## src/rtl/core/jel_pkg.sv

```systemverilog
// Package for the Josephus elimination order block.
// Holds the field widths, the parameter defaults and the sequencer states.
// No dependencies.
package jel_pkg;

  localparam int unsigned POS_W             = 7;
  localparam int unsigned DEF_MAX_PEOPLE    = 64;
  localparam int unsigned DEF_STEP_WIDTH    = 10;

  typedef enum logic [2:0] {
    ST_IDLE,
    ST_BUILD,
    ST_MOD,
    ST_PRIME,
    ST_WALK,
    ST_EMIT,
    ST_FINAL
  } jel_state_e;

endpackage

```

## src/rtl/core/jel_link_ram.sv

```systemverilog
// Next-link table of the ring: one write port and one read port.
// Read data is registered, so it arrives in the cycle after the address.
// No dependencies.
module jel_link_ram #(
  parameter int unsigned DEPTH = 64,
  parameter int unsigned AW    = (DEPTH > 1) ? $clog2(DEPTH) : 1
) (
  input  logic          clk_i,
  input  logic          we_i,
  input  logic [AW-1:0] waddr_i,
  input  logic [AW-1:0] wdata_i,
  input  logic          re_i,
  input  logic [AW-1:0] raddr_i,
  output logic [AW-1:0] rdata_o
);

  logic [AW-1:0] mem [DEPTH];
  logic [AW-1:0] rdata_q;

  always_ff @(posedge clk_i) begin
    if (we_i) begin
      mem[waddr_i] <= wdata_i;
    end
    if (re_i) begin
      rdata_q <= mem[raddr_i];
    end
  end

  assign rdata_o = rdata_q;

endmodule

```

## src/rtl/core/josephus_elimination_order.sv

```systemverilog
// Josephus elimination order: top level with the ring sequencer.
// Depends on jel_pkg and jel_link_ram.
//
// Channel  Direction  Handshake              Payload
// in       request    in_valid_i/in_ready_o  people_count_i, start_position_i, step_count_i
// out      result     out_valid_o/out_ready_i removed_position_o, last_of_run_o
//
// A request with n people and step m first builds the ring of n links, then
// reduces the start position by one subtraction of n per full wrap, then
// counts m people along the ring for each removed person, one step per cycle
// through the link memory read port, and last emits the survivor. A rejected
// request is dropped and the block stays idle.
// Reset clears the sequencer; the link memory is rebuilt by every request that is not rejected.
// A stalled result holds the sequencer; no request is taken until the run ends.
module josephus_elimination_order
  import jel_pkg::*;
#(
  parameter int unsigned MAX_PEOPLE = DEF_MAX_PEOPLE,
  parameter int unsigned STEP_WIDTH = DEF_STEP_WIDTH
) (
  input  logic                  clk_i,
  input  logic                  rst_ni,
  input  logic                  in_valid_i,
  output logic                  in_ready_o,
  input  logic [POS_W-1:0]      people_count_i,
  input  logic [POS_W-1:0]      start_position_i,
  input  logic [STEP_WIDTH-1:0] step_count_i,
  output logic                  out_valid_o,
  input  logic                  out_ready_i,
  output logic [POS_W-1:0]      removed_position_o,
  output logic                  last_of_run_o
);

  localparam int unsigned IDX_W = (MAX_PEOPLE > 1) ? $clog2(MAX_PEOPLE) : 1;
  localparam int unsigned CW    = ((IDX_W > POS_W) ? IDX_W : POS_W) + 1;

  jel_state_e state_q, state_d;

  logic [POS_W-1:0]      n_q, n_d;
  logic [POS_W-1:0]      r_q, r_d;
  logic [POS_W-1:0]      rem_q, rem_d;
  logic [STEP_WIDTH-1:0] step_q, step_d;
  logic [STEP_WIDTH-1:0] cnt_q, cnt_d;
  logic [IDX_W-1:0]      k_q, k_d;
  logic [IDX_W-1:0]      cur_q, cur_d;
  logic [IDX_W-1:0]      prev_q, prev_d;

  logic             ram_we;
  logic [IDX_W-1:0] ram_waddr;
  logic [IDX_W-1:0] ram_wdata;
  logic             ram_re;
  logic [IDX_W-1:0] ram_raddr;
  logic [IDX_W-1:0] ram_rdata;

  logic in_acc;
  logic out_acc;
  logic req_ok;
  logic build_last;
  logic walk_done;

  jel_link_ram #(
    .DEPTH (MAX_PEOPLE),
    .AW    (IDX_W)
  ) u_link_ram (
    .clk_i   (clk_i),
    .we_i    (ram_we),
    .waddr_i (ram_waddr),
    .wdata_i (ram_wdata),
    .re_i    (ram_re),
    .raddr_i (ram_raddr),
    .rdata_o (ram_rdata)
  );

  assign in_ready_o  = (state_q == ST_IDLE);
  assign out_valid_o = (state_q == ST_EMIT) || (state_q == ST_FINAL);
  assign in_acc      = in_valid_i && in_ready_o;
  assign out_acc     = out_valid_o && out_ready_i;

  assign req_ok = (people_count_i != '0) &&
                  (32'(people_count_i) <= 32'(MAX_PEOPLE)) &&
                  (step_count_i != '0);
  assign build_last = (CW'(k_q) + CW'(1)) == CW'(n_q);
  assign walk_done  = (cnt_q == step_q);

  assign removed_position_o = POS_W'(CW'(cur_q) + CW'(1));
  assign last_of_run_o      = (state_q == ST_FINAL);

  always_comb begin
    state_d = state_q;
    case (state_q)
      ST_IDLE: begin
        if (in_acc && req_ok) begin
          state_d = ST_BUILD;
        end
      end
      ST_BUILD: begin
        if (build_last) begin
          state_d = ST_MOD;
        end
      end
      ST_MOD: begin
        if (r_q < n_q) begin
          state_d = (n_q == POS_W'(1)) ? ST_FINAL : ST_PRIME;
        end
      end
      ST_PRIME: begin
        state_d = ST_WALK;
      end
      ST_WALK: begin
        if (walk_done) begin
          state_d = ST_EMIT;
        end
      end
      ST_EMIT: begin
        if (out_acc) begin
          state_d = (rem_q == POS_W'(2)) ? ST_FINAL : ST_PRIME;
        end
      end
      ST_FINAL: begin
        if (out_acc) begin
          state_d = ST_IDLE;
        end
      end
      default: begin
        state_d = ST_IDLE;
      end
    endcase
  end

  always_comb begin
    n_d       = n_q;
    r_d       = r_q;
    rem_d     = rem_q;
    step_d    = step_q;
    cnt_d     = cnt_q;
    k_d       = k_q;
    cur_d     = cur_q;
    prev_d    = prev_q;
    ram_we    = 1'b0;
    ram_waddr = k_q;
    ram_wdata = '0;
    ram_re    = 1'b0;
    ram_raddr = cur_q;
    case (state_q)
      ST_IDLE: begin
        if (in_acc && req_ok) begin
          n_d    = people_count_i;
          r_d    = (start_position_i == '0) ? '0 : start_position_i - POS_W'(1);
          step_d = step_count_i;
          k_d    = '0;
        end
      end
      ST_BUILD: begin
        ram_we    = 1'b1;
        ram_waddr = k_q;
        ram_wdata = build_last ? '0 : k_q + IDX_W'(1);
        k_d       = k_q + IDX_W'(1);
      end
      ST_MOD: begin
        if (r_q >= n_q) begin
          r_d = r_q - n_q;
        end else begin
          cur_d  = IDX_W'(r_q);
          prev_d = (r_q == '0) ? IDX_W'(n_q - POS_W'(1)) : IDX_W'(r_q - POS_W'(1));
          rem_d  = n_q;
        end
      end
      ST_PRIME: begin
        ram_re    = 1'b1;
        ram_raddr = cur_q;
        cnt_d     = STEP_WIDTH'(1);
      end
      ST_WALK: begin
        if (!walk_done) begin
          prev_d    = cur_q;
          cur_d     = ram_rdata;
          ram_re    = 1'b1;
          ram_raddr = ram_rdata;
          cnt_d     = cnt_q + STEP_WIDTH'(1);
        end
      end
      ST_EMIT: begin
        if (out_acc) begin
          ram_we    = 1'b1;
          ram_waddr = prev_q;
          ram_wdata = ram_rdata;
          cur_d     = ram_rdata;
          rem_d     = rem_q - POS_W'(1);
        end
      end
      ST_FINAL: begin
        if (out_acc) begin
          rem_d = '0;
        end
      end
      default: begin
        rem_d = '0;
      end
    endcase
  end

  always_ff @(posedge clk_i or negedge rst_ni) begin
    if (!rst_ni) begin
      state_q <= ST_IDLE;
      rem_q   <= '0;
      cnt_q   <= '0;
      cur_q   <= '0;
      prev_q  <= '0;
    end else begin
      state_q <= state_d;
      rem_q   <= rem_d;
      cnt_q   <= cnt_d;
      cur_q   <= cur_d;
      prev_q  <= prev_d;
    end
  end

  always_ff @(posedge clk_i) begin
    n_q    <= n_d;
    r_q    <= r_d;
    step_q <= step_d;
    k_q    <= k_d;
  end

  assert property (@(posedge clk_i) disable iff (!rst_ni)
    !(in_ready_o && out_valid_o))
    else $error("Request taken while a result is pending.");

  assert property (@(posedge clk_i) disable iff (!rst_ni)
    (out_valid_o && last_of_run_o) |-> (rem_q == POS_W'(1)))
    else $error("Survivor flagged while more than one person remains.");

  assert property (@(posedge clk_i) disable iff (!rst_ni)
    (state_q == ST_WALK) |-> (cnt_q <= step_q))
    else $error("Walk counter ran past the step count.");

  assert property (@(posedge clk_i) disable iff (!rst_ni)
    (out_acc && last_of_run_o) |=> in_ready_o)
    else $error("Block not ready after the end of a run.");

endmodule

```

## config.mk

```make
export PLATFORM = sky130hd
export DESIGN_NAME = josephus_elimination_order
export DESIGN_NICKNAME = d
export VERILOG_FILES = /design/src/rtl/core/jel_pkg.sv /design/src/rtl/core/jel_link_ram.sv /design/src/rtl/core/josephus_elimination_order.sv
export SDC_FILE = /design/constraint.sdc
export NUM_CORES = 1
export LEC_CHECK = 0
export ABC_AREA = 1
export BUFFER_PORTS_ARGS = -buffer_cell sky130_fd_sc_hd__buf_2
export CORE_MARGIN = 2
export CORE_UTILIZATION = 57
export DETAILED_ROUTE_END_ITERATION = 8
export HOLD_SLACK_MARGIN = 0.08
export PLACE_DENSITY = 0.79
export SLEW_MARGIN = 20
export SYNTH_ARGS = -nofsm -noshare
export SYNTH_HDL_FRONTEND = slang
export SYNTH_SLANG_ARGS = --single-unit
```

## constraint.sdc

```tcl
create_clock -name clk_i -period 4.3 [get_ports clk_i]
set_input_delay 0.645 -clock clk_i [delete_from_list [all_inputs] [get_ports clk_i]]
set_output_delay 0.645 -clock clk_i [all_outputs]
set_load 0.02 [all_outputs]
```

## After elaboration in Yosys (flattened, before gate mapping)

Memories as Yosys holds them, arrays and structs flattened. A register that Yosys moved wholly into a read port is not among the register bits.
Cells that the tools add are included.

- Memories: 1
- Input port bits: 28
- ROM bits: 0
- Register bits after elaboration: 62
- Bits in writable memories: 384
- Word-level logic and storage cells: 108
- Bits in latches: 0

- Eq/ne operators: 19
- Shift operators: 0
- Reduce and logical (&&, ||, !) cells: 25
- $lt $le $gt $ge: 3
- Bitwise logic cells: 1
- Muxes and demuxes: 41
- Add/sub/neg operators: 9
- Div/mod/pow operators: 0
- Multiply operators: 0

Memories:

| memory | depth | bits a word | rd ports | clocked after Yosys merged registers in | write ports | RTL line | RTL |
|---|---|---|---|---|---|---|---|
| u_link_ram.mem | 64 | 6 | 1 | 1 | 1 | jel_link_ram.sv:17 | `logic [AW-1:0] mem [DEPTH];` |

Operator list:

| kind | count |
|---|---|
| $mux W6 | 12 |
| $mux W7 | 6 |
| $pmux W6 S2 | 3 |
| $pmux W7 S4 | 1 |
| $mux W3 | 8 |
| $pmux W3 S7 | 1 |
| $pmux W10 S2 | 1 |
| $pmux W6 S3 | 1 |
| $add A6 B1 Y7 const B | 2 |
| $logic_not A7 Y1 | 2 |
| $ne A2 B2 Y1 const B | 7 |
| $pmux W7 S2 | 1 |
| $sub A7 B1 Y7 const B | 2 |
| $sub A6 B1 Y6 const B | 2 |
| $add A10 B1 Y10 const B | 1 |
| $eq A10 B10 Y1 | 1 |
| $mux W10 | 1 |
| $reduce_bool A10 Y1 | 1 |
| $eq A3 B3 Y1 const B | 3 |
| $reduce_and A3 Y1 | 3 |
| $reduce_bool A2 Y1 | 4 |
| $eq A7 B1 Y1 const B | 1 |
| $eq A7 B2 Y1 const B | 1 |
| $eq A7 B7 Y1 | 1 |
| other kinds (20) | 32 |

## Logic depth before layout (Yosys ltp)

- Word-level depth: 7
- Depth in mapped cells: 20
- Depth with buffers taken out: 18

## Modules after synthesis

Synthesis repeated with hierarchy kept, for this count alone.

- Cell total of the unflattened synthesis: 1,950
- Area total of the unflattened synthesis: 20,241.9 µm²

Modules (own cells, without submodules):

| module | cells each | area each (µm²) | instances |
|---|---|---|---|
| jel_link_ram | 1,376 | 15,990.3 | 1 |
| josephus_elimination_order | 574 | 4,251.6 | 1 |

## Worst setup path before layout

No wires, ideal clock.

- Kind: reg-to-reg
- From: register state_q[0]
- To: memory u_link_ram.mem[0][4] (netlist bit) (data pin)
- Arrival time: 3.665 ns
- Stages on the path, launching flop included: 8
- Clock period less this slack: 4.367 ns
- Path slack: -0.067 ns
- Path buffers: 1
- Data required time: 3.598 ns
- Setup time: 0.702 ns
- Path through: dfrtp_1 > inv_2 > nor2_1 > inv_1 > nor2_4 > nand2_1 > buf_2 > o21ai_0

- Cells in the longest elaborated chain, start to end: 5

RTL lines:

| what | RTL line | RTL |
|---|---|---|
| start: declaration | josephus_elimination_order.sv:37 | `jel_state_e state_q, state_d;` |
| start signal: assignment | josephus_elimination_order.sv:210 | `state_q <= state_d;` |
| $eq A3 B3 Y1 (on tied branches) | josephus_elimination_order.sv:75, josephus_elimination_order.sv:144 |  |
| $logic_or A1 B1 Y1 | josephus_elimination_order.sv:75 | `assign out_valid_o = (state_q == ST_EMIT) \|\| (state_q == ST_FINAL);` |
| $logic_and A1 B1 Y1 | josephus_elimination_order.sv:77 | `assign out_acc = out_valid_o && out_ready_i;` |
| $mux W6 | josephus_elimination_order.sv:183 | `if (out_acc) begin` |
| $pmux W6 S2 (*) | josephus_elimination_order.sv:144 | `case (state_q)` |
| named net ram_wdata[4] | josephus_elimination_order.sv:50 | `logic [IDX_W-1:0] ram_wdata;` |
| end: declaration | jel_link_ram.sv:17 |  |

The timed path passes the listed nets; every way through them passes the cells marked *.

## Worst setup path in the final report

- From: register state_q[0]
- To: memory u_link_ram.mem[59][3] (netlist bit), enable pin

- Cells in the longest elaborated chain, start to end: 7

RTL lines:

| what | RTL line | RTL |
|---|---|---|
| $eq A3 B3 Y1 (on tied branches) | josephus_elimination_order.sv:75, josephus_elimination_order.sv:144 |  |
| $logic_or A1 B1 Y1 | josephus_elimination_order.sv:75 |  |
| $logic_and A1 B1 Y1 | josephus_elimination_order.sv:77 |  |
| $mux W1 | josephus_elimination_order.sv:183 |  |
| $pmux W1 S2 | josephus_elimination_order.sv:144 |  |
| $mux W1 | jel_link_ram.sv:21 | `if (we_i) begin` |
| $mux W1 (implied by the code) | jel_link_ram.sv:22 | `mem[waddr_i] <= wdata_i;` |

Parallel ways exist; a longest one is shown, timed or not.

==> run summary <==
Placer Congestion -> 0.914
#FFs+latches synth -> 452
Initial antenna violation count -> 0
Post-Synth Simple-Gate Area -> 24.9%
Worst path max stage delay -> 0.70 ns
GRT Overall Usage -> 27.3%
Final instance area -> 0.0236 mm²
Die height -> 198 µm
Port bufs -> 37
Total negative setup slack -> 0 ns
Power per Cell Area -> 680 mW/mm²
R2R Path End -> u_link_ram.mem[59][3]
Clock skew -> 0.0188 ns
Final wirelength -> 52,800 µm
Worst EP arrival -> 3.97 ns
Dpl cell area -> 0.0220 mm²
Outcome -> finished, final reports clean
# Post-CTS Setup Buffers -> 0
CTS H-tree lvls -> 2
Setup crit end kind -> flop
Post-CTS sizing -> 0
Flop-to-flop setup slack -> 0.55 ns
Post-synth EDFFs -> 420
Cell variety after synth -> 38
Asr flop ratio synth -> 7.08%
Adder-cell share of the synthesized area -> 0.911%
Top_reg_cell synth -> edfxtp_1
Synth top area cells -> edfxtp_1 (59%), nand3_1 (10%), nand2_1 (6.8%)
Row Count -> 71
Hold crit path type -> input pin to async pin
Via density -> 5.96
Synth warn -> 0
CP Max Fanout -> 14
Core Util, Final -> 63.2%
Seq/Total Area, Yosys -> 62.6%
Slew of the pin with the lowest slew margin -> 1.05 ns
Largest net degree at the start of global routing -> 194
Antenna cells -> 0
Required @ worst endpoint -> 4.52 ns
Compound-Gate Fraction of Synth Area -> 3.00%
Critical Path Source Type -> flop
Final std cells w/o fill -> 2,629
Wire per inst -> 20.1 µm
Post-Syn Area -> 0.0214 mm²
TritonCTS clock tree -> built
DR pass1 iterations -> 6
Max Slew Vio Count -> 0
Die ar. -> 0.0391 mm²
Syn nets -> 2,150
Cell at the slowest stage of the critical path -> nand4_1
TritonCTS buffer count -> 46
Synth Area in XOR/XNOR -> 0.900%
Syn avg cell area -> 10.2 µm²
Placed Cells incl. Taps -> 2,544
Setup violators final -> 0
Worst vdd ir -> 993 µV
Vias in the first global route -> 15,100
Final hold violations -> 0
Fill cell count -> 2,805
CP cell instances -> inv_2 -> nor2_1 -> inv_1 -> nor2_4 -> nand2_1 -> nand2_1 -> o21ai_2 -> inv_1 -> nand4_1 -> nor2_1
Iter 0 DRT Violations -> 1,911
Hpwl dp -> 32,200 µm
Mux contribution to synthesized area -> 0%
Area Growth Syn to Fin -> 10.2%
RSZ-0062 raised after global routing -> false
CTS Hold Bufs -> 0
Clock root buffer -> clkbuf_16
Leakage -> 9.42 nW
Layout net count -> 2,164
Max Fclk -> 0.267 GHz
Die W -> 198 µm
Mapped Cells -> 2,107
Max-Cap Viols -> 0
Initial Util -> 57.4%
Post-route ant nets -> 0
Area leader, netlist -> edfxtp_1
Core region area -> 0.0373 mm²
CP Class -> flop to flop
Clock transition at the registers of the reported paths -> 0.06 ns
Slew headroom -> 29.9%
CTS sink cnt -> 452
First-pass GRT wire length -> 81,400 µm
Via Count -> 15,700
Fin crit share -> 87.2%
DRC violations left -> 0
IO Count -> 38
Min cycle time layout -> 3.75 ns
Largest family of logic cells by synthesized area -> simple AND/OR/NAND/NOR gates
Clk buf depth -> 3
Post-synth top area share -> 58.9%
Worst r2r src -> state_q[0]
Layout cell share with drive strength beyond 1 -> 8.31%
Total gr overflow -> 0
Worst r2r path cells -> 10
Clock latency on the worst-skew pair -> 0.59 ns
[report_power, final]
group | total (mW) | internal, mW | switching [mW] | leakage, nW
Combinational | 6.38 | 1.79 | 4.58 | 4.47
Sequential | 5.70 | 5.46 | 0.233 | 4.23
Clock | 3.97 | 2.28 | 1.68 | 0.723
[metal layers]
layer  vias to the layer above  GRT usage, %  wire length [µm]
met2                       852          44.8             24700
li1                       7244             -                 -
met3                       189          5.18              4840
met1                      7382          35.1             20800
met5                         -             0                 0
met4                         0          13.4              2490
[cells in the final DEF (no fill, tap or decap), types with 4 or more instances in the layout]
cell / instances
inv_1: 273
edfxtp_1: 420
a31oi_1: 6
inv_2: 14
nand2_1: 387
buf_2: 37
nand3b_1: 128
clkinv_2: 10
bufinv_16: 5
clkinvlp_4: 4
o21ai_0: 37
nor4_1: 14
nand4_1: 15
o22ai_1: 12
o21ai_4: 7
dfrtp_1: 32
nor3_1: 18
ha_1: 14
buf_12: 5
clkinv_1: 5
nor2_1: 111
clkbuf_16: 46
nand3_1: 429
o21ai_2: 6
a21oi_1: 32
buf_4: 28
clkbuf_1: 8
xor2_1: 19
[cells by family after synthesis]
group                    Yosys count
flip-flops                       452
adder cells (fa/ha/maj)           15
AO/OA/AOI/OAI                    112
XOR/XNOR                          22
buffers and inverters            395
AND/OR/NAND/NOR                 1111
[registers in the layout (all words and copies together), names as in the netlist, 7 cells and up]
register        flops
n_q                 7
r_q                 7
cnt_q              10
rem_q               7
step_q             10
u_link_ram.mem    384
[area by class of cell]
| type | count | area (µm²) | area share (%) |
|---|---|---|---|
| clock inverters | 28 | 308 | 1.30 |
| flip-flops and latches | 452 | 13400 | 56.8 |
| clock buffers | 54 | 1180 | 5.01 |
| inverters | 288 | 1080 | 4.58 |
| repair buffers | 73 | 566 | 2.40 |
| multi-input cells | 1260 | 6450 | 27.4 |
| well taps | 474 | 593 | 2.51 |
[worst max-delay path by stage]
stage,from,end,slack [ns],cells after the start
4_1_cts,state_q[0],u_link_ram.mem[59][3],0.73,10
6_report,state_q[0],u_link_ram.mem[59][3],0.55,10
3_5_place_dp,state_q[0],u_link_ram.mem[59][0],0.75,10
3_3_place_gp,state_q[0],u_link_ram.mem[46][3],0.83,10
5_1_grt,state_q[0],u_link_ram.mem[21][1],0.39,8
2_1_floorplan,state_q[0],u_link_ram.mem[0][0],0.17,6
[synthesized netlist by cell type (6+ instances only)]
cell type and instances:
inv_1 273, o21ai_2 7, nor3_1 18, nand3_1 429, buf_2 58, xor2_1 19, nor2_1 111, buf_1 10
nand3b_1 128, inv_2 14, nor4_1 14, nand4_1 15, clkbuf_1 24, o21ai_0 43, a31oi_1 6, a21oi_1 32
buf_6 10, dfrtp_1 32, nand2_1 389, edfxtp_1 420, ha_1 14, o22ai_1 12
[worst max-delay path: cells and delay by family (launching register included)]
kind	cells	cell delay, ns
flip-flops	1	0.43
AO/OA/AOI/OAI	1	0.15
AND/OR/NAND/NOR	6	2.36
buffers and inverters	3	0.44
[through the flow]
stage	worst slack (ns)	hold WS (ns)	power [mW]
floorplan	0.166	0.349	10.2
global placement	0.832	0.499	11.8
detailed placement	0.754	0.509	11.9
CTS	0.734	0.144	15.9
global route	0.391	0.179	16.8
finish	0.549	0.139	16.0
(Power assumes the default switching activity.)
